<file path="src/hdl/tlfc_pkg.sv">
// Shared types, constants and helpers for the text layout feature counter.
// No dependencies; every other file imports this package.
`timescale 1ns / 1ps

package tlfc_pkg;

    // Counter and fixed point sizing
    localparam int COUNT_BITS  = 24;
    localparam int FRAC_BITS   = 16;
    localparam int BAL_W       = COUNT_BITS + 1;
    localparam int Q1_W        = FRAC_BITS + 1;
    localparam int Q8_W        = FRAC_BITS + 8;
    localparam int DIV_W       = COUNT_BITS + FRAC_BITS;
    localparam int STEP_W      = $clog2(DIV_W + 1);

    // Queue between front and back
    localparam int QUEUE_DEPTH = 2;
    localparam int QPTR_W      = (QUEUE_DEPTH > 1) ? $clog2(QUEUE_DEPTH) : 1;
    localparam int QCNT_W      = $clog2(QUEUE_DEPTH + 1);

    // Character codes
    localparam logic [7:0] CH_TAB   = 8'h09;
    localparam logic [7:0] CH_LF    = 8'h0A;
    localparam logic [7:0] CH_VT    = 8'h0B;
    localparam logic [7:0] CH_FF    = 8'h0C;
    localparam logic [7:0] CH_CR    = 8'h0D;
    localparam logic [7:0] CH_SPACE = 8'h20;
    localparam logic [7:0] CH_LBRACE = 8'h7B;

    typedef logic [COUNT_BITS-1:0]    cnt_t;
    typedef logic signed [BAL_W-1:0]  bal_t;
    typedef logic [DIV_W-1:0]         quo_t;
    typedef logic [Q1_W-1:0]          q1_t;
    typedef logic [Q8_W-1:0]          q8_t;

    localparam cnt_t CNT_MAX = {COUNT_BITS{1'b1}};
    localparam bal_t BAL_MAX = {1'b0, {COUNT_BITS{1'b1}}};
    localparam bal_t BAL_MIN = {1'b1, {COUNT_BITS{1'b0}}};
    localparam quo_t Q1_CAP  = quo_t'(1) << FRAC_BITS;
    localparam quo_t Q8_CAP  = (quo_t'(1) << Q8_W) - quo_t'(1);

    // Totals of one finished text, handed from front to back
    typedef struct packed {
        cnt_t byte_total;
        cnt_t tab_total;
        cnt_t space_total;
        cnt_t blank_total;
        cnt_t empty_line_total;
        logic brace_pos;
        logic tabs_lead;
        logic overflow;
    } snap_t;

    // Division jobs of the back end, in order
    typedef enum logic [1:0] {
        OP_TAB   = 2'd0,
        OP_SPACE = 2'd1,
        OP_EMPTY = 2'd2,
        OP_BLANK = 2'd3
    } div_op_t;

    typedef enum logic [2:0] {
        BK_IDLE,
        BK_LOAD,
        BK_DIV,
        BK_STORE,
        BK_OUT
    } back_state_t;

    // Saturating increment
    function automatic cnt_t cnt_inc(input cnt_t c);
        return (c == CNT_MAX) ? c : c + cnt_t'(1);
    endfunction

    function automatic logic is_blank(input logic [7:0] c);
        return (c == CH_SPACE) || (c == CH_TAB) || (c == CH_LF) ||
               (c == CH_CR) || (c == CH_VT) || (c == CH_FF);
    endfunction

endpackage

</file>
<file path="src/hdl/tlfc_stream_if.sv">
// Valid/ready channel interfaces for the byte stream and the result stream.
// Depends on tlfc_pkg for field widths.
`timescale 1ns / 1ps

interface tlfc_byte_if;
    logic       valid;
    logic       ready;
    logic [7:0] char_in;
    logic       last_byte;

    modport source (output valid, output char_in, output last_byte, input ready);
    modport sink   (input valid, input char_in, input last_byte, output ready);
endinterface

interface tlfc_result_if;
    import tlfc_pkg::*;

    logic valid;
    logic ready;
    q1_t  tab_ratio;
    q1_t  space_ratio;
    q1_t  empty_line_ratio;
    q8_t  whitespace_ratio;
    logic brace_own_line;
    logic tabs_lead;
    logic all_whitespace;
    logic count_overflow;

    modport source (output valid, output tab_ratio, output space_ratio,
                    output empty_line_ratio, output whitespace_ratio,
                    output brace_own_line, output tabs_lead, output all_whitespace,
                    output count_overflow, input ready);
    modport sink   (input valid, input tab_ratio, input space_ratio,
                    input empty_line_ratio, input whitespace_ratio,
                    input brace_own_line, input tabs_lead, input all_whitespace,
                    input count_overflow, output ready);
endinterface

</file>
<file path="src/hdl/tlfc_front.sv">
// Front end: takes one byte per transfer, updates the layout counters and,
// on the final byte, pushes the totals into the queue. Depends on tlfc_pkg.
`timescale 1ns / 1ps

module tlfc_front (
    input  logic                clk,
    input  logic                rst_n,
    tlfc_byte_if.sink           byte_stream,
    input  logic                q_full,
    output logic                q_push,
    output tlfc_pkg::snap_t     q_snap
);
    import tlfc_pkg::*;

    logic prev_newline_reg, prev_newline_next;
    logic line_empty_reg, line_empty_next;
    cnt_t byte_reg, byte_next;
    cnt_t tab_reg, tab_next;
    cnt_t space_reg, space_next;
    cnt_t blank_reg, blank_next;
    cnt_t empty_reg, empty_next;
    bal_t bal_reg, bal_next;
    cnt_t tlead_reg, tlead_next;
    cnt_t slead_reg, slead_next;
    logic ovf_reg, ovf_next;

    logic       take;
    logic [7:0] c;
    logic       ws;
    logic       is_tab, is_space, is_lf, is_cr;

    assign byte_stream.ready = ~q_full;
    assign take     = byte_stream.valid & ~q_full;
    assign c        = byte_stream.char_in;
    assign ws       = is_blank(c);
    assign is_tab   = (c == CH_TAB);
    assign is_space = (c == CH_SPACE);
    assign is_lf    = (c == CH_LF);
    assign is_cr    = (c == CH_CR);

    // Count one byte
    always_comb
    begin
        prev_newline_next = prev_newline_reg;
        line_empty_next   = line_empty_reg;
        byte_next         = byte_reg;
        tab_next          = tab_reg;
        space_next        = space_reg;
        blank_next        = blank_reg;
        empty_next        = empty_reg;
        bal_next          = bal_reg;
        tlead_next        = tlead_reg;
        slead_next        = slead_reg;
        ovf_next          = ovf_reg;

        if (take)
        begin
            byte_next = cnt_inc(byte_reg);
            if (byte_reg == CNT_MAX)
                ovf_next = 1'b1;

            if (ws)
            begin
                blank_next = cnt_inc(blank_reg);
                if (blank_reg == CNT_MAX)
                    ovf_next = 1'b1;
                if (is_tab)
                begin
                    tab_next = cnt_inc(tab_reg);
                    if (tab_reg == CNT_MAX)
                        ovf_next = 1'b1;
                end
                if (is_space)
                begin
                    space_next = cnt_inc(space_reg);
                    if (space_reg == CNT_MAX)
                        ovf_next = 1'b1;
                end
                if (is_lf)
                    line_empty_next = 1'b1;
            end
            else
            begin
                if (c == CH_LBRACE)
                begin
                    if (line_empty_reg)
                    begin
                        if (bal_reg == BAL_MAX)
                            ovf_next = 1'b1;
                        else
                            bal_next = bal_reg + bal_t'(1);
                    end
                    else
                    begin
                        if (bal_reg == BAL_MIN)
                            ovf_next = 1'b1;
                        else
                            bal_next = bal_reg - bal_t'(1);
                    end
                end
                line_empty_next = 1'b0;
            end

            // Classify the first byte after each line feed
            if (prev_newline_reg)
            begin
                if (is_lf || is_cr)
                begin
                    empty_next = cnt_inc(empty_reg);
                    if (empty_reg == CNT_MAX)
                        ovf_next = 1'b1;
                end
                else if (is_tab)
                begin
                    tlead_next = cnt_inc(tlead_reg);
                    if (tlead_reg == CNT_MAX)
                        ovf_next = 1'b1;
                end
                else if (is_space)
                begin
                    slead_next = cnt_inc(slead_reg);
                    if (slead_reg == CNT_MAX)
                        ovf_next = 1'b1;
                end
            end
            prev_newline_next = is_lf;
        end
    end

    // Hand the totals of a finished text to the back end
    assign q_push = take & byte_stream.last_byte;
    always_comb
    begin
        q_snap.byte_total       = byte_next;
        q_snap.tab_total        = tab_next;
        q_snap.space_total      = space_next;
        q_snap.blank_total      = blank_next;
        q_snap.empty_line_total = empty_next;
        q_snap.brace_pos        = (bal_next > bal_t'(0));
        q_snap.tabs_lead        = (tlead_next > slead_next);
        q_snap.overflow         = ovf_next;
    end

    // Hold counters; clear them after the final byte
    always_ff @(posedge clk or negedge rst_n)
    begin
        if (!rst_n)
        begin
            prev_newline_reg <= 1'b0;
            line_empty_reg   <= 1'b1;
            byte_reg         <= '0;
            tab_reg          <= '0;
            space_reg        <= '0;
            blank_reg        <= '0;
            empty_reg        <= '0;
            bal_reg          <= '0;
            tlead_reg        <= '0;
            slead_reg        <= '0;
            ovf_reg          <= 1'b0;
        end
        else if (q_push)
        begin
            prev_newline_reg <= 1'b0;
            line_empty_reg   <= 1'b1;
            byte_reg         <= '0;
            tab_reg          <= '0;
            space_reg        <= '0;
            blank_reg        <= '0;
            empty_reg        <= '0;
            bal_reg          <= '0;
            tlead_reg        <= '0;
            slead_reg        <= '0;
            ovf_reg          <= 1'b0;
        end
        else
        begin
            prev_newline_reg <= prev_newline_next;
            line_empty_reg   <= line_empty_next;
            byte_reg         <= byte_next;
            tab_reg          <= tab_next;
            space_reg        <= space_next;
            blank_reg        <= blank_next;
            empty_reg        <= empty_next;
            bal_reg          <= bal_next;
            tlead_reg        <= tlead_next;
            slead_reg        <= slead_next;
            ovf_reg          <= ovf_next;
        end
    end

endmodule

</file>
<file path="src/hdl/tlfc_queue.sv">
// Short queue of finished-text totals between front and back ends.
// Depends on tlfc_pkg for the entry type and depth.
`timescale 1ns / 1ps

module tlfc_queue (
    input  logic                clk,
    input  logic                rst_n,
    input  logic                push,
    input  tlfc_pkg::snap_t     push_data,
    output logic                full,
    input  logic                pop,
    output logic                not_empty,
    output tlfc_pkg::snap_t     pop_data
);
    import tlfc_pkg::*;

    snap_t              entry_reg [QUEUE_DEPTH];
    logic [QPTR_W-1:0]  wr_ptr_reg, wr_ptr_next;
    logic [QPTR_W-1:0]  rd_ptr_reg, rd_ptr_next;
    logic [QCNT_W-1:0]  count_reg, count_next;
    logic               do_push, do_pop;

    assign full      = (count_reg == QCNT_W'(QUEUE_DEPTH));
    assign not_empty = (count_reg != '0);
    assign do_push   = push & ~full;
    assign do_pop    = pop & not_empty;
    assign pop_data  = entry_reg[rd_ptr_reg];

    // Advance pointers and occupancy
    always_comb
    begin
        wr_ptr_next = wr_ptr_reg;
        rd_ptr_next = rd_ptr_reg;
        count_next  = count_reg;
        if (do_push)
            wr_ptr_next = (wr_ptr_reg == QPTR_W'(QUEUE_DEPTH - 1)) ? '0
                                                                   : wr_ptr_reg + 1'b1;
        if (do_pop)
            rd_ptr_next = (rd_ptr_reg == QPTR_W'(QUEUE_DEPTH - 1)) ? '0
                                                                   : rd_ptr_reg + 1'b1;
        if (do_push && !do_pop)
            count_next = count_reg + 1'b1;
        else if (do_pop && !do_push)
            count_next = count_reg - 1'b1;
    end

    always_ff @(posedge clk or negedge rst_n)
    begin
        if (!rst_n)
        begin
            wr_ptr_reg <= '0;
            rd_ptr_reg <= '0;
            count_reg  <= '0;
        end
        else
        begin
            wr_ptr_reg <= wr_ptr_next;
            rd_ptr_reg <= rd_ptr_next;
            count_reg  <= count_next;
        end
    end

    // Store entries
    always_ff @(posedge clk)
    begin
        if (do_push)
            entry_reg[wr_ptr_reg] <= push_data;
    end

    // Occupancy never exceeds the depth
    assert property (@(posedge clk) disable iff (!rst_n)
        count_reg <= QCNT_W'(QUEUE_DEPTH))
        else $error("queue occupancy above depth");

    // A push is never offered to a full queue
    assert property (@(posedge clk) disable iff (!rst_n)
        push |-> !full)
        else $error("push into full queue");

endmodule

</file>
<file path="src/hdl/tlfc_back.sv">
// Back end: pops text totals and works out the four ratios with one
// restoring divider, one quotient bit per cycle. Depends on tlfc_pkg.
`timescale 1ns / 1ps

module tlfc_back (
    input  logic                clk,
    input  logic                rst_n,
    input  logic                q_valid,
    input  tlfc_pkg::snap_t     q_snap,
    output logic                q_pop,
    tlfc_result_if.source       result
);
    import tlfc_pkg::*;

    back_state_t        state_reg, state_next;
    div_op_t            op_reg, op_next;
    logic [STEP_W-1:0]  step_reg, step_next;

    snap_t              snap_reg;
    quo_t               quo_reg;
    cnt_t               rem_reg;
    cnt_t               dsr_reg;
    q1_t                tab_r_reg, space_r_reg, empty_r_reg;
    q8_t                ws_r_reg;
    logic               all_ws_reg;

    cnt_t               nonws;
    cnt_t               numer;
    logic [COUNT_BITS:0] rem_shift;
    logic               ge;
    q1_t                q1_sat;
    q8_t                q8_sat;

    assign nonws = snap_reg.byte_total - snap_reg.blank_total;

    // Select numerator per job
    always_comb
    begin
        unique case (op_reg)
            OP_TAB:   numer = snap_reg.tab_total;
            OP_SPACE: numer = snap_reg.space_total;
            OP_EMPTY: numer = snap_reg.empty_line_total;
            OP_BLANK: numer = snap_reg.blank_total;
            default:  numer = snap_reg.tab_total;
        endcase
    end

    // One restoring division step
    assign rem_shift = {rem_reg, quo_reg[DIV_W-1]};
    assign ge        = (rem_shift >= {1'b0, dsr_reg});

    // Clamp the quotient to its output range
    assign q1_sat = (quo_reg > Q1_CAP) ? Q1_CAP[Q1_W-1:0] : quo_reg[Q1_W-1:0];
    assign q8_sat = (quo_reg > Q8_CAP) ? Q8_CAP[Q8_W-1:0] : quo_reg[Q8_W-1:0];

    // Sequencer
    always_comb
    begin
        state_next = state_reg;
        op_next    = op_reg;
        step_next  = step_reg;
        q_pop      = 1'b0;
        unique case (state_reg)
            BK_IDLE:
            begin
                if (q_valid)
                begin
                    q_pop      = 1'b1;
                    op_next    = OP_TAB;
                    state_next = BK_LOAD;
                end
            end
            BK_LOAD:
            begin
                step_next = '0;
                if (op_reg == OP_BLANK && nonws == '0)
                    state_next = BK_OUT;
                else
                    state_next = BK_DIV;
            end
            BK_DIV:
            begin
                step_next = step_reg + 1'b1;
                if (step_reg == STEP_W'(DIV_W - 1))
                    state_next = BK_STORE;
            end
            BK_STORE:
            begin
                unique case (op_reg)
                    OP_TAB:   op_next = OP_SPACE;
                    OP_SPACE: op_next = OP_EMPTY;
                    OP_EMPTY: op_next = OP_BLANK;
                    OP_BLANK: op_next = OP_BLANK;
                    default:  op_next = OP_TAB;
                endcase
                state_next = (op_reg == OP_BLANK) ? BK_OUT : BK_LOAD;
            end
            BK_OUT:
            begin
                if (result.ready)
                    state_next = BK_IDLE;
            end
            default:
                state_next = BK_IDLE;
        endcase
    end

    always_ff @(posedge clk or negedge rst_n)
    begin
        if (!rst_n)
        begin
            state_reg <= BK_IDLE;
            op_reg    <= OP_TAB;
            step_reg  <= '0;
        end
        else
        begin
            state_reg <= state_next;
            op_reg    <= op_next;
            step_reg  <= step_next;
        end
    end

    // Datapath registers
    always_ff @(posedge clk)
    begin
        if (q_pop)
        begin
            snap_reg   <= q_snap;
            all_ws_reg <= 1'b0;
        end
        if (state_reg == BK_LOAD)
        begin
            quo_reg <= {numer, {FRAC_BITS{1'b0}}};
            rem_reg <= '0;
            dsr_reg <= (op_reg == OP_BLANK) ? nonws : snap_reg.byte_total;
            if (op_reg == OP_BLANK && nonws == '0)
            begin
                ws_r_reg   <= Q8_CAP[Q8_W-1:0];
                all_ws_reg <= 1'b1;
            end
        end
        if (state_reg == BK_DIV)
        begin
            rem_reg <= ge ? cnt_t'(rem_shift - {1'b0, dsr_reg}) : rem_shift[COUNT_BITS-1:0];
            quo_reg <= {quo_reg[DIV_W-2:0], ge};
        end
        if (state_reg == BK_STORE)
        begin
            case (op_reg)
                OP_TAB:   tab_r_reg   <= q1_sat;
                OP_SPACE: space_r_reg <= q1_sat;
                OP_EMPTY: empty_r_reg <= q1_sat;
                default:  ws_r_reg    <= q8_sat;
            endcase
        end
    end

    // Drive the result channel
    assign result.valid            = (state_reg == BK_OUT);
    assign result.tab_ratio        = tab_r_reg;
    assign result.space_ratio      = space_r_reg;
    assign result.empty_line_ratio = empty_r_reg;
    assign result.whitespace_ratio = ws_r_reg;
    assign result.brace_own_line   = snap_reg.brace_pos;
    assign result.tabs_lead        = snap_reg.tabs_lead;
    assign result.all_whitespace   = all_ws_reg;
    assign result.count_overflow   = snap_reg.overflow;

    // Step counter stays inside the division length
    assert property (@(posedge clk) disable iff (!rst_n)
        state_reg == BK_DIV |-> step_reg < STEP_W'(DIV_W))
        else $error("divider step count out of range");

    // A result appears only after the last job or the all-blank shortcut
    assert property (@(posedge clk) disable iff (!rst_n)
        $rose(result.valid) |-> $past(op_reg == OP_BLANK))
        else $error("result raised before the last division");

    // All-blank text reports a saturated whitespace ratio
    assert property (@(posedge clk) disable iff (!rst_n)
        result.valid && result.all_whitespace |-> result.whitespace_ratio == Q8_CAP[Q8_W-1:0])
        else $error("all-blank text without saturated ratio");

    // The queue is popped only while the back end is idle
    assert property (@(posedge clk) disable iff (!rst_n)
        q_pop |-> state_reg == BK_IDLE && q_valid)
        else $error("queue popped while busy");

endmodule

</file>
<file path="src/hdl/text_layout_feature_counter.sv">
// Top level of the text layout feature counter: front end, queue, back end.
// Depends on tlfc_pkg, tlfc_stream_if, tlfc_front, tlfc_queue and tlfc_back.
`timescale 1ns / 1ps

// The block takes one text byte per cycle on byte_stream and counts its layout
// features as it goes; nothing comes out until a transfer with last_byte set.
// That final byte closes the text: its totals move into a two-entry queue and
// the counters clear, so the next text can start on the following cycle. A
// single restoring divider in the back end turns the totals into the four
// ratios, one quotient bit per cycle; the whitespace division is skipped when
// the text holds no non-whitespace byte. The byte input stalls only when two
// finished texts already wait in the queue while the divider is still busy
// or a result is not taken.
module text_layout_feature_counter (
    input  logic            clk,
    input  logic            rst_n,
    tlfc_byte_if.sink       byte_stream,
    tlfc_result_if.source   result
);
    import tlfc_pkg::*;

    logic   q_full;
    logic   q_push;
    snap_t  q_push_data;
    logic   q_pop;
    logic   q_not_empty;
    snap_t  q_pop_data;

    // Count bytes
    tlfc_front u_front (
        .clk         (clk),
        .rst_n       (rst_n),
        .byte_stream (byte_stream),
        .q_full      (q_full),
        .q_push      (q_push),
        .q_snap      (q_push_data)
    );

    // Buffer finished texts
    tlfc_queue u_queue (
        .clk       (clk),
        .rst_n     (rst_n),
        .push      (q_push),
        .push_data (q_push_data),
        .full      (q_full),
        .pop       (q_pop),
        .not_empty (q_not_empty),
        .pop_data  (q_pop_data)
    );

    // Divide and report
    tlfc_back u_back (
        .clk     (clk),
        .rst_n   (rst_n),
        .q_valid (q_not_empty),
        .q_snap  (q_pop_data),
        .q_pop   (q_pop),
        .result  (result)
    );

endmodule

</file>
<file path="src/flat_wrapper.sv">
// flat-port wrapper written by rule: the top's interface ports become plain ports
module text_layout_feature_counter_flat import tlfc_pkg::*;
  (clk, rst_n, byte_stream_valid, byte_stream_char_in, byte_stream_last_byte, byte_stream_ready, result_valid, result_tab_ratio, result_space_ratio, result_empty_line_ratio, result_whitespace_ratio, result_brace_own_line, result_tabs_lead, result_all_whitespace, result_count_overflow, result_ready);
  tlfc_byte_if byte_stream_i ();
  tlfc_result_if result_i ();
  input  logic clk;
  input  logic rst_n;
  input wire logic [$bits(byte_stream_i.valid)-1:0] byte_stream_valid;
  input wire logic [$bits(byte_stream_i.char_in)-1:0] byte_stream_char_in;
  input wire logic [$bits(byte_stream_i.last_byte)-1:0] byte_stream_last_byte;
  output wire logic [$bits(byte_stream_i.ready)-1:0] byte_stream_ready;
  output wire logic [$bits(result_i.valid)-1:0] result_valid;
  output wire logic [$bits(result_i.tab_ratio)-1:0] result_tab_ratio;
  output wire logic [$bits(result_i.space_ratio)-1:0] result_space_ratio;
  output wire logic [$bits(result_i.empty_line_ratio)-1:0] result_empty_line_ratio;
  output wire logic [$bits(result_i.whitespace_ratio)-1:0] result_whitespace_ratio;
  output wire logic [$bits(result_i.brace_own_line)-1:0] result_brace_own_line;
  output wire logic [$bits(result_i.tabs_lead)-1:0] result_tabs_lead;
  output wire logic [$bits(result_i.all_whitespace)-1:0] result_all_whitespace;
  output wire logic [$bits(result_i.count_overflow)-1:0] result_count_overflow;
  input wire logic [$bits(result_i.ready)-1:0] result_ready;
  assign byte_stream_i.valid = byte_stream_valid;
  assign byte_stream_i.char_in = byte_stream_char_in;
  assign byte_stream_i.last_byte = byte_stream_last_byte;
  assign byte_stream_ready = byte_stream_i.ready;
  assign result_valid = result_i.valid;
  assign result_tab_ratio = result_i.tab_ratio;
  assign result_space_ratio = result_i.space_ratio;
  assign result_empty_line_ratio = result_i.empty_line_ratio;
  assign result_whitespace_ratio = result_i.whitespace_ratio;
  assign result_brace_own_line = result_i.brace_own_line;
  assign result_tabs_lead = result_i.tabs_lead;
  assign result_all_whitespace = result_i.all_whitespace;
  assign result_count_overflow = result_i.count_overflow;
  assign result_i.ready = result_ready;
  text_layout_feature_counter u_core (.clk(clk), .rst_n(rst_n), .byte_stream(byte_stream_i), .result(result_i));
endmodule
</file>
<file path="config.mk">
export PLATFORM = sky130hd
export DESIGN_NAME = text_layout_feature_counter_flat
export DESIGN_NICKNAME = d
export VERILOG_FILES = /design/src/hdl/tlfc_pkg.sv /design/src/hdl/tlfc_stream_if.sv /design/src/hdl/tlfc_front.sv /design/src/hdl/tlfc_queue.sv /design/src/hdl/tlfc_back.sv /design/src/hdl/text_layout_feature_counter.sv /design/src/flat_wrapper.sv
export SDC_FILE = /design/constraint.sdc
export NUM_CORES = 1
export LEC_CHECK = 0
export BUFFER_PORTS_ARGS = -buffer_cell sky130_fd_sc_hd__buf_2
export CORE_MARGIN = 10
export CORE_UTILIZATION = 45
export DETAILED_ROUTE_END_ITERATION = 8
export SETUP_SLACK_MARGIN = 0.02
export SYNTH_ARGS = -nofsm -noshare
export SYNTH_HDL_FRONTEND = slang
export SYNTH_SLANG_ARGS = --single-unit
</file>
<file path="constraint.sdc">
create_clock -name clk -period 9.75 [get_ports clk]
set_input_delay 0.4875 -clock clk [delete_from_list [all_inputs] [get_ports clk]]
set_output_delay 0.4875 -clock clk [all_outputs]
set_load 0.02 [all_outputs]
</file>
# After elaboration in Yosys (flattened, before gate mapping)
# Memories as Yosys holds them, arrays and structs flattened. A register that Yosys moved wholly into a read port is not among the register bits.
# Index checks and enable logic that the tools add are counted.
[totals]
reg_bits = 375
mem_bits_rw = 246
input_bits = 13
output_inout_bits = 81
wordCells = 211
mem_count = 1
[op_classes]
n_addsub = 16
order_cmp = 5
n_eq_ne = 29
muxes = 103
bitwise_logic = 5
reduce_logical = 27
[memory_table]
columns = ["memory", "words", "width", "read_ports", "rd_ports_with_merged_regs", "write_ports", "line_no", "rtl"]
rows = [
  ["u_core.u_queue.entry_reg", 2, 123, 1, 1, 1, "tlfc_queue.sv:17", "snap_t entry_reg [QUEUE_DEPTH];"],
]
[ops]
columns = ["cell", "count"]
rows = [
  ["2-to-1 mux 24 bit", 44],
  ["2-to-1 mux 25 bit", 7],
  ["adder 24 x 1 -> 24 bit, second input constant", 7],
  ["equality test 24 bit, second input constant", 7],
  ["case mux 24 bit (4 select lines)", 1],
  ["2-to-1 mux 40 bit", 2],
  ["equality test 25 bit, second input constant", 2],
  ["subtractor 24 bit", 2],
  ["equality test 8 x 4 -> 1 bit, second input constant", 5],
  ["> comparator 40 x 17 -> 1 bit, second input constant", 1],
  ["> comparator 40 x 24 -> 1 bit, second input constant", 1],
  ["2-to-1 mux 1 bit", 36],
  ["adder 25 x 2 -> 25 bit, second input constant", 1],
  [">= comparator 25 x 24 -> 1 bit", 1],
  ["> comparator 25 x 1 -> 1 bit, second input constant", 1],
  ["subtractor 25 x 2 -> 25 bit, second input constant", 1],
  ["> comparator 24 bit", 1],
  ["zero test 24 bit", 1],
  ["2-to-1 mux 17 bit", 1],
  ["2-to-1 mux 3 bit", 5],
  ["case mux 3 bit (5 select lines)", 1],
  ["case mux 6 bit (2 select lines)", 1],
  ["AND reduction 2 bit", 5],
  ["nonzero test 2 bit", 5],
  ["28 further kinds", 46],
]

# Depth between registers and ports, before layout
[depth]
depth_word = 17
mapped_depth = 20
mapped_depth_nobuf = 18

# By module
# Synthesis repeated with hierarchy kept, for this count alone.
[unflattened]
cells_unflattened = 2771
area_unflattened_um2 = 35283.8
[by_module_without_submodules]
columns = ["module", "n_inst", "cells_each", "area_each_um2", "seq_area_each_um2"]
rows = [
  ["tlfc_back", 1, 1092, 14082.3, 8643.3],
  ["tlfc_front", 1, 1277, 11886.4, 4906.0],
  ["tlfc_queue", 1, 402, 9315.2, 7487.2],
]

# Worst setup path before layout
# OpenSTA, ideal clock, no wires.
[synth_path]
path_type = "flip-flop to flip-flop"
start = "register u_core.u_queue.count_reg[0]"
end = "memory u_core.u_queue.entry_reg[0][0] in the netlist's numbering, enable pin"
setup_time_ns = 0.607
t_arrival_ns = 6.498
required_time_ns = 9.143
slack_ns = 2.645
path_stages_with_launch = 7
path_buffers = 2
synth_period_minus_slack_ns = 7.105
path_cell_list = "dfrtp_1 nand2b_1 and2_1 nand2_1 clkbuf_1 clkbuf_1 nor2_1"
[synth_between]
elab_chain_cells = 7
[synth_lines]
columns = ["element", "line_no", "rtl"]
rows = [
  ["start: declaration", "tlfc_queue.sv:20", "logic [QCNT_W-1:0] count_reg, count_next;"],
  ["start signal: assignment", "tlfc_queue.sv:59", "count_reg <= count_next;"],
  ["equality test 2 bit *", "tlfc_queue.sv:23", "assign full = (count_reg == QCNT_W'(QUEUE_DEPTH));"],
  ["NOT 1 bit *", "n/a", ""],
  ["net byte_stream_ready", "flat_wrapper.sv:11", "output wire logic [$bits(byte_stream_i.ready)-1:0] byte_stream_ready;"],
  ["bitwise AND 1 bit", "tlfc_front.sv:33", "assign take = byte_stream.valid & ~q_full;"],
  ["bitwise AND 1 bit", "tlfc_front.sv:131", "assign q_push = take & byte_stream.last_byte;"],
  ["bitwise AND 1 bit *", "tlfc_queue.sv:25", "assign do_push = push & ~full;"],
  ["2-to-1 mux 1 bit *", "tlfc_queue.sv:66", "if (do_push)"],
  ["2-to-1 mux 1 bit (implied by the code) *", "tlfc_queue.sv:67", "entry_reg[wr_ptr_reg] <= push_data;"],
  ["end: declaration", "tlfc_queue.sv:17", ""],
]
# Mark *: on every way through the listed nets, which the timed path passes. The rest lies on a longest branch.

==> results.toml <==
[logic_synthesis]
synth-main-ff-cell = "sky130_fd_sc_hd__edfxtp_1"
mapped_avg_cell_area_um2 = 12.5
postSynth.asyncResetShare = 0.284
netlist_top_cells_area = "sky130_fd_sc_hd__edfxtp_1 (44%), sky130_fd_sc_hd__dfrtp_1 (15%), sky130_fd_sc_hd__mux2_2 (4.6%), sky130_fd_sc_hd__and2_1 (3.2%), sky130_fd_sc_hd__xnor2_1 (3.0%)"
synthesis.area_um2 = 34400
post-synth-top-area-cell = "sky130_fd_sc_hd__edfxtp_1"
postSynthCellCount = 2757
synth_largest_type_area_fraction = 0.443
synth-seq-area-share = 0.611
synth_warnings = 0
synth.most_common_cell = "sky130_fd_sc_hd__edfxtp_1"
number_of_enable_type_register_cells_in_the_synthesized_netlist = 508
number_of_nets_produced_by_synthesis = 2854
yosys_register_bits = 744
post_synth_most_frequent_cells = "sky130_fd_sc_hd__edfxtp_1 (508), sky130_fd_sc_hd__nand2_1 (219), sky130_fd_sc_hd__dfrtp_1 (210), sky130_fd_sc_hd__nor2_1 (182), sky130_fd_sc_hd__and2_1 (177)"
yosysUniqueCellTypes = 91

[critical_path]
path_delay_family = "simple AND/OR/NAND/NOR gates"
crit_buf_inv = 0
critical_path_peak_fanout = 7
cp_data_required_time_ns = 10.10
cp_cell_sequence = "nand2b_1 > and2_1 > nand2_1 > a211oi_2 > nand4_1 > nor4_1 > xnor2_1 > ha_1 > a21o_1 > a21oi_1 > nor2b_1 > o21ai_0 > nand2b_1 > a21oi_1 > nor2b_1 > o21ai_0 > a21oi_1"
start_kind = "register"
rr_worst_depth = 17
worst_path_max_delay_cell = "sky130_fd_sc_hd__and2_1"
critPathCaptureType = "register"
regToRegStartpoint = "u_core.u_queue.count_reg[0]$_DFFE_PN0P_"
worst_path_most_repeated_cell = "sky130_fd_sc_hd__a21oi_1"
cpPeakStageDelay_ns = 0.44
rrSetupSlack_ns = 5.33
arrival_ns = 4.76
cp_num_cells = 17
worstReg2RegEnd = "u_core.u_queue.entry_reg[0][1]$_DFFE_PP_"
path_class = "register to register"

[clock_network]
cts_tree = "yes"
cts_root_buf = "sky130_fd_sc_hd__clkbuf_16"
postCtsResizedCells = 0
clk-insertion-delay-late_ns = 0.62
clock_path_buffers = 3
numClockSinks = 744
clkSlewWorstSetupHoldPaths_ns = 0.06
cts.htree.levels = 3
cts_inserted_buffers = 82
postCtsSetupBuffers = 0

[worst_hold_path]
hold_path_depth = 2
hold_path_end = "u_core.u_front.prev_newline_reg$_DFFE_PN0P_"
hold_start = "byte_stream_last_byte"
worstHoldPathType = "input pin to register"

[sta]
post-route-worst-setup-slack_ns = 5.33
final_hold_violation_count = 0
finalClockSkew_ns = 0.0256
slew_viol_final = 0
grt_setup_unrepaired = "false"
totalNegativeSetupSlack_ns = 0
final_min_period_over_clock_period = 0.453
max_slew.worst_pin.slew_ns = 1.19
achievable-frequency_ghz = 0.226
timing.final.setup_violations = 0
finalCriticalPeriod_ns = 4.42
timing.max_slew.rel_slack = 0.207

[place]
place_hpwl_mm = 54.0
io_buffers = 93
gpl.final_weighted_congestion = 0.837
place_worst_setup_slack_ns = 5.30

[power_and_ir_drop]
netSwitchingPower_mw = 3.93
vdd_drop_max_mv = 0.165
cell_internal_pwr_mw = 7.54
power.leakage_nw = 15.4
p_seq_frac = 0.421
combPwrFrac = 0.311
p_per_area_nw_per_um2 = 297
p_sw_frac = 0.343
share_clk_of_total_power = 0.268

[floorplan]
top_level_ports = 94
starting_density_of_the_core = 0.454
fp.dieArea_um2 = 87900
core_area_um2 = 75800
die_h_um = 297
row_count = 101
floorplan.die.width_um = 297

[finish]
combined_area_of_the_multi_input_logic_cells_um2 = 12600
final_layout_size_suffix_gt1_frac = 0.152
nets = 2952
layout.filler_cells = 6534
layout.area.seq_um2 = 21000
final_util = 0.509
antennaDiodeCount = 0
largest_reg_flops = 246
layout-area-overhead-vs-synth_pct = 12.3

[detailed_routing]
dr.pass1.iters = 5
drc = 0
detail_route.iter0.violations = 1386
routed_wire_length_mm = 79.7
routed_wire_length_per_instance_um = 20.4
detail_route.vias_per_cell = 5.60
routed-via-count = 21800
ant_nets = 0

[grt]
grt_first_pass_wirelength_mm = 125
overall_track_demand_over_capacity_in_global_routing = 0.181
grt_max_degree = 125
antenna_found_initial = 4
grt_overflow_total = 0
number_of_global_route_vias_before_repair = 22100

[status]
outcome = "finished, final reports clean"

[run]
drv_cap = 0
==> how the worst max path moves through the flow <==
stage                                            start                                        to  slack [ns]
6_report       u_core.u_queue.count_reg[0]$_DFFE_PN0P_  u_core.u_queue.entry_reg[0][1]$_DFFE_PP_        5.33
5_1_grt        u_core.u_queue.count_reg[0]$_DFFE_PN0P_  u_core.u_queue.entry_reg[1][1]$_DFFE_PP_        5.00
4_1_cts        u_core.u_queue.count_reg[0]$_DFFE_PN0P_  u_core.u_queue.entry_reg[0][1]$_DFFE_PP_        5.36
3_5_place_dp                    byte_stream_char_in[4]  u_core.u_queue.entry_reg[0][1]$_DFFE_PP_        5.30
3_3_place_gp                    byte_stream_char_in[4]  u_core.u_queue.entry_reg[0][1]$_DFFE_PP_        5.40
2_1_floorplan  u_core.u_queue.count_reg[0]$_DFFE_PN0P_  u_core.u_queue.entry_reg[0][0]$_DFFE_PP_        2.64
==> power by group through the flow <==
| stage | clock [mW] | sequential, mW | combinational, mW |
|---|---|---|---|
| CTS | 3.15 | 4.84 | 3.59 |
| global placement | 0 | 4.88 | 3.51 |
| floorplan | 0 | 4.72 | 2.64 |
| finish | 3.07 | 4.83 | 3.56 |
| detailed placement | 0 | 4.90 | 3.56 |
| global route | 3.29 | 4.91 | 3.94 |
==> layout make-up <==
class / instances / share of cell area
sequential: 744 / 0.545
timing repair buffer: 119 / 0.0178
clock inverter: 25 / 0.00758
tap: 978 / 0.0317
multi-input combinational: 1814 / 0.327
clock buffer: 125 / 0.0623
inverter: 94 / 0.00920
==> per-stage QoR <==
step	total power, mW	area [um^2]	hold slack [ns]	cells
after CTS	11.6	38600	0.0966	3899
after detailed placement	8.46	35900	0.468	3748
final	11.5	38600	0.153	3899
after global routing	12.1	38600	0.117	3899
after global placement	8.38	35900	0.448	3748
after floorplan	7.36	34400	0.192	2757
==> cell families after synthesis <==
family,Yosys count,share of synthesized area
xor+xnor,219,0.0558
buf+inv,199,0.0227
mux,183,0.0671
fa+ha+maj,84,0.0310
simple gates,1020,0.154
compound gates,308,0.0576
flops,744,0.611
==> per-layer routing <==
metal,global-route usage,part of all wire,routed length (um)
met1,0.238,0.44,34900
met2,0.308,0.49,38900
met3,0.0254,0.048,3810
met4,0.0573,0.026,2060
met5,0,0,0
==> cells in the final DEF, fill, tap and decap left out, types with 75 or more instances in the layout <==
cell                        synthesis  routed
sky130_fd_sc_hd__a21oi_1           75      75
sky130_fd_sc_hd__and2_1           177     176
sky130_fd_sc_hd__buf_2              8      92
sky130_fd_sc_hd__clkbuf_16          0      83
sky130_fd_sc_hd__dfrtp_1          210     208
sky130_fd_sc_hd__edfxtp_1         508     508
sky130_fd_sc_hd__ha_1              82      82
sky130_fd_sc_hd__inv_1             92      90
sky130_fd_sc_hd__mux2_2           141     141
sky130_fd_sc_hd__nand2_1          219     217
sky130_fd_sc_hd__nand3_1          122     122
sky130_fd_sc_hd__nor2_1           182     181
sky130_fd_sc_hd__o21ai_0           89      89
sky130_fd_sc_hd__xnor2_1          119     119
sky130_fd_sc_hd__xor2_1           100     100
==> timing repair <==
| action | CTS | global route |
|---|---|---|
| hold buffers | 1 | 0 |
| endpoints found under the setup margin | 0 | 0 |
| hold endpoints to repair | 88 | 0 |
Power figures use the tool's default switching activity.
